### config.mk
export PLATFORM = sky130hd
export DESIGN_NAME = a2b_ram
export DESIGN_NICKNAME = d
export VERILOG_FILES = /design/src/rtl/a2b_ram.sv
export SDC_FILE = /design/constraint.sdc
export NUM_CORES = 2
export LEC_CHECK = 0
export BUFFER_PORTS_ARGS = -buffer_cell sky130_fd_sc_hd__buf_2
export CAP_MARGIN = 30
export CORE_MARGIN = 5
export CORE_UTILIZATION = 35
export CTS_BUF_LIST = sky130_fd_sc_hd__clkbuf_16
export CTS_CLUSTER_SIZE = 14
export DETAILED_ROUTE_END_ITERATION = 6
export MAX_ROUTING_LAYER = met4
export PLACE_DENSITY = 0.54
export SETUP_SLACK_MARGIN = 0.15
export SLEW_MARGIN = 40
export SYNTH_ARGS = -nofsm -noshare
export SYNTH_HDL_FRONTEND = slang
export SYNTH_SLANG_ARGS = --single-unit
export TNS_END_PERCENT = 5
### constraint.sdc
create_clock -name clock -period 3.7 [get_ports clock]
set_input_delay 0.185 -clock clock [delete_from_list [all_inputs] [get_ports clock]]
set_output_delay 0.185 -clock clock [all_outputs]
set_load 0.05 [all_outputs]
### src/rtl/a2b_ram.sv
// ----------------------------------------------------------------------------
// a2b_ram
// generic simple dual-port ram, one write and one registered read port
// ----------------------------------------------------------------------------
`default_nettype none

module a2b_ram #(
   parameter int WIDTH = 8,
   parameter int DEPTH = 256
) (
   input  wire logic                     clock,
   input  wire logic                     wr_en,
   input  wire logic [$clog2(DEPTH)-1:0] wr_addr,
   input  wire logic [WIDTH-1:0]         wr_data,
   input  wire logic                     rd_en,
   input  wire logic [$clog2(DEPTH)-1:0] rd_addr,
   output logic      [WIDTH-1:0]         rd_data
);

   logic [WIDTH-1:0] mem_ff [DEPTH];
   logic [WIDTH-1:0] rd_data_ff;

   always_ff @(posedge clock) begin
      if (wr_en) begin
         mem_ff[wr_addr] <= wr_data;
      end
      if (rd_en) begin
         rd_data_ff <= mem_ff[rd_addr];
      end
   end

   assign rd_data = rd_data_ff;

endmodule

`default_nettype wire

# Word-level counts from Yosys, hierarchy flattened
# Memories as Yosys holds them, arrays and structs flattened. A register that Yosys moved wholly into a read port is not among the register bits.
# Index checks and enable logic that the tools add are counted.
[totals]
reg_bits = 0
ramBits = 2048
wordCells = 3
n_memories = 1
[memory_table]
columns = ["name", "words", "word_bits", "read_ports", "rd_clocked_by_memory_dff", "write_ports", "line_no", "text"]
rows = [
  ["mem_ff", 256, 8, 1, 1, 1, "20", "logic [WIDTH-1:0] mem_ff [DEPTH];"],
]
[op_classes]
n_mux = 2
[op_table]
columns = ["operator", "count"]
rows = [
  ["$mux 1", 2],
]

# Longest topological paths before layout
[depth]
ltp_word = 2
depth_mapped = 11
depth_no_buf = 6

# Least setup slack after synthesis
# Ideal clock, no wire load.
[synth_path]
path_type = "input to register"
from = "in rd_addr[0]"
to = "reg rd_data_ff[2], in the netlist rd_data[2], read port of mem_ff (data pin)"
setup_ns = 0.269
arrival_ns = 1.992
t_required_ns = 3.431
slack_ns = 1.439
cell_stages = 9
path_cell_list = "buf_6 buf_12 buf_8 buf_2 mux4_2 a22oi_1 a21oi_1 nor4_1 nor4_2"
[synth_lines]
columns = ["element", "line_no", "text"]
rows = [
  ["start, declared", "16", "input wire logic [$clog2(DEPTH)-1:0] rd_addr,"],
  ["end, declared", "21", "logic [WIDTH-1:0] rd_data_ff;"],
]

==> metrics.json <==
{
  "clock_tree": {
    "quantity_of_gates_resized_following_cts": 0,
    "cts_root_buf": "sky130_fd_sc_hd__clkbuf_16",
    "post_cts.repair.setup_buffers": 0,
    "ctsLongestPathBuffers": 3,
    "cts_hold_buffers": 11,
    "worstSkewPairLatency_ns": 0.83,
    "clock-sinks": 2056,
    "cts_buffers": 204,
    "path_clk_slew_ns": 0.06,
    "cts-htree-levels": 4,
    "tritoncts": "built"
  },
  "pwr": {
    "cellLeakagePower_uw": 0.0284,
    "power_density_nw_per_um2": 526,
    "worst_ir_drop_vdd_mv": 0.397
  },
  "floorplan": {
    "dieArea_sq_um": 237000,
    "core_area_sq_um": 227000,
    "fp-row-count": 175,
    "die_width_um": 487,
    "die_height_um": 487,
    "boundaryPins": 35,
    "starting_density_of_the_core": 0.351
  },
  "logic_synthesis": {
    "post_synth_edffs": 2056,
    "synth.ff_latch_count": 2056,
    "yosys.cell_types.count": 54,
    "synth-warning-count": 0,
    "async_reset_ff_frac": 0,
    "avgSynthCellArea_sq_um": 21.3,
    "synth_flop_cell": "sky130_fd_sc_hd__edfxtp_1",
    "synth_seq_area_share": 0.775,
    "synthesis.area_sq_um": 79600,
    "postSynthCellCount": 3733,
    "syn_nets": 3760
  },
  "flow_run": {
    "cap_viol_max_count": 0
  },
  "finish": {
    "fin_util": 0.405,
    "layout.cells.most_common": "sky130_fd_sc_hd__edfxtp_1",
    "finish.net_count": 4050,
    "final-instance-count-excl-fill": 7200,
    "final_cell_mix": "2056 x sky130_fd_sc_hd__edfxtp_1, 454 x sky130_fd_sc_hd__mux4_2, 226 x sky130_fd_sc_hd__buf_4",
    "synthToLayoutAreaGrowth_pct": 15.3,
    "post_route_cells_drive_above_1_share": 0.280
  },
  "critical_path": {
    "setup.worst_path.class": "flip-flop to flip-flop",
    "path_cells": "mux4_2 > a22o_1 > a221oi_1 > o32ai_1 > nor3_2 > nor4_1",
    "ff2ff_path_depth": 6,
    "worst-path-max-fanout": 1,
    "worstPathArrival_ns": 3.40,
    "timing.critical_path.required_ns": 4.25,
    "r2r_slack_ns": 0.85,
    "critPathCaptureType": "flip-flop",
    "cp_max_stage_delay_ns": 0.61,
    "timing.critical_path.slowest_stage_cell": "sky130_fd_sc_hd__nor3_2",
    "critPathLaunchType": "flip-flop"
  },
  "global_route": {
    "antenna_violations_before_repair": 17,
    "globalRoute.totalOverflow": 0,
    "grt_pass1_wl_mm": 302,
    "global_route.peak_usage_layer": "met2",
    "maximum_number_of_pins_on_one_net_before_global_route_repair": 111,
    "grt_usage": 0.182,
    "grt.met2_usage": 0.277,
    "groute.layer.met3.usage": 0.0385,
    "first_global_vias": 39800,
    "met1_usage": 0.250
  },
  "sta": {
    "layout_setup_ws_ns": 0.850,
    "period_share": 0.770,
    "final_hold_viol_count": 0,
    "worst_slew_margin_rel": 0.409,
    "timing_max_transition_violations_final": 0,
    "skew_ns": 0.0315,
    "worst_pin_slew_ns": 0.883,
    "clock.fmax_mhz": 351,
    "final-setup-viol-count": 0,
    "aggregate_negative_setup_slack_ns": 0,
    "final_worst_path_period_need_ns": 2.85,
    "grt_setup_unrepaired": "false"
  },
  "routing": {
    "drt-pass1-iter-count": 7,
    "post-route-drc-count": 1,
    "route.antenna.remaining_nets": 0,
    "initialDrtViolationCount": 4363,
    "vias_per_cell": 5.45,
    "routed-via-count": 39300,
    "avgRoutedWirePerCell_um": 29.5,
    "wl_mm": 212
  },
  "placed_design": {
    "pre_cts_slack_ns": 0.0735,
    "gp_congestion": 0.838,
    "post-dp-hpwl_mm": 133,
    "place.detailed.instances": 6812,
    "place.port_buffers": 34
  },
  "worst_hold_path": {
    "hold_path.class": "input pin to flip-flop",
    "hold_path_depth": 3
  },
  "outcome": {
    "failed_checks": "DRC",
    "run_status": "complete, but fails checks"
  }
}
-- per-stage QoR --
| step | hold slack [ns] | cell area (sq um) | total power, uW |
|---|---|---|---|
| 6_report | 0.168 | 91800 | 48300 |
| 5_1_grt | 0.145 | 91800 | 49800 |
| 4_1_cts | 0.0196 | 91600 | 48700 |
| 3_5_place_dp | 0.647 | 85000 | 28800 |
| 3_3_place_gp | 0.669 | 84900 | 28700 |
| 2_1_floorplan | 0.284 | 79600 | 27500 |
-- worst max-delay path: cells and delay by family (launching register included) --
family	cells	cell delay, ns
and+or+nand+nor	2	0.74
AOI/OAI and AO/OA	3	1.01
DFF	1	0.37
muxes	1	0.46
-- registers in the layout (all words and copies together), names as in the netlist --
register  cells
rd_data       8
mem_ff     2048
-- final cells by class --
class                           count  area, sq um
Fill cell                       20100       135000
Clock inverter                    158         1220
Timing Repair Buffer              317         3040
Sequential cell                  2056        61700
Clock buffer                      208         5200
Inverter                            2         7.51
Multi-Input combinational cell   1442        16800
Tap cell                         3009         3760
Antenna cell                        8         20.0
-- metal layers --
| metal | part of all wire | routed length (um) | up-vias |
|---|---|---|---|
| met5 | 0 | 0 | - |
| li1 | - | - | 16300 |
| met4 | 0.027 | 5800 | 0 |
| met1 | 0.43 | 90800 | 21100 |
| met2 | 0.47 | 100000 | 1452 |
| met3 | 0.071 | 15000 | 328 |
-- cell usage after synthesis (16+ instances only) --
master	instances	area (sq um)
sky130_fd_sc_hd__nor4_1	24	150
sky130_fd_sc_hd__clkbuf_1	111	417
sky130_fd_sc_hd__buf_1	22	82.6
sky130_fd_sc_hd__nor3_1	22	110
sky130_fd_sc_hd__buf_6	21	236
sky130_fd_sc_hd__mux4_2	454	10200
sky130_fd_sc_hd__nand3_1	34	170
sky130_fd_sc_hd__a22oi_1	133	998
sky130_fd_sc_hd__mux2i_1	134	1340
sky130_fd_sc_hd__nor2_1	282	1060
sky130_fd_sc_hd__o221ai_1	46	403
sky130_fd_sc_hd__nor2b_1	31	194
sky130_fd_sc_hd__a21oi_1	96	480
sky130_fd_sc_hd__edfxtp_1	2056	61700
sky130_fd_sc_hd__a211oi_1	16	120
sky130_fd_sc_hd__o22ai_1	28	175
sky130_fd_sc_hd__buf_2	31	155
sky130_fd_sc_hd__buf_4	27	203
sky130_fd_sc_hd__nand2_1	33	124
-- cells by family after synthesis --
logic type / share of synthesized area
flip-flops: 0.775
AND/OR/NAND/NOR: 0.0263
multiplexers: 0.146
buffers and inverters: 0.0183
AO/OA/AOI/OAI: 0.0342
-- where the power goes --
part	internal, uW	switching (uW)	leakage [uW]
Combinational	900	1660	0.00660
Clock	11300	8750	0.00332
Sequential	25700	30.0	0.0185
Total	37800	10400	0.0284
-- worst paths after layout --
check / end / start
max: rd_data[3] / mem_ff[208][3]
min: mem_ff[173][6] / wr_addr[2]
max reg2reg: rd_data[3] / mem_ff[208][3]
min reg2reg: rd_data[3] / mem_ff[40][3]
Note: power is estimated with default switching activity, not from simulation.
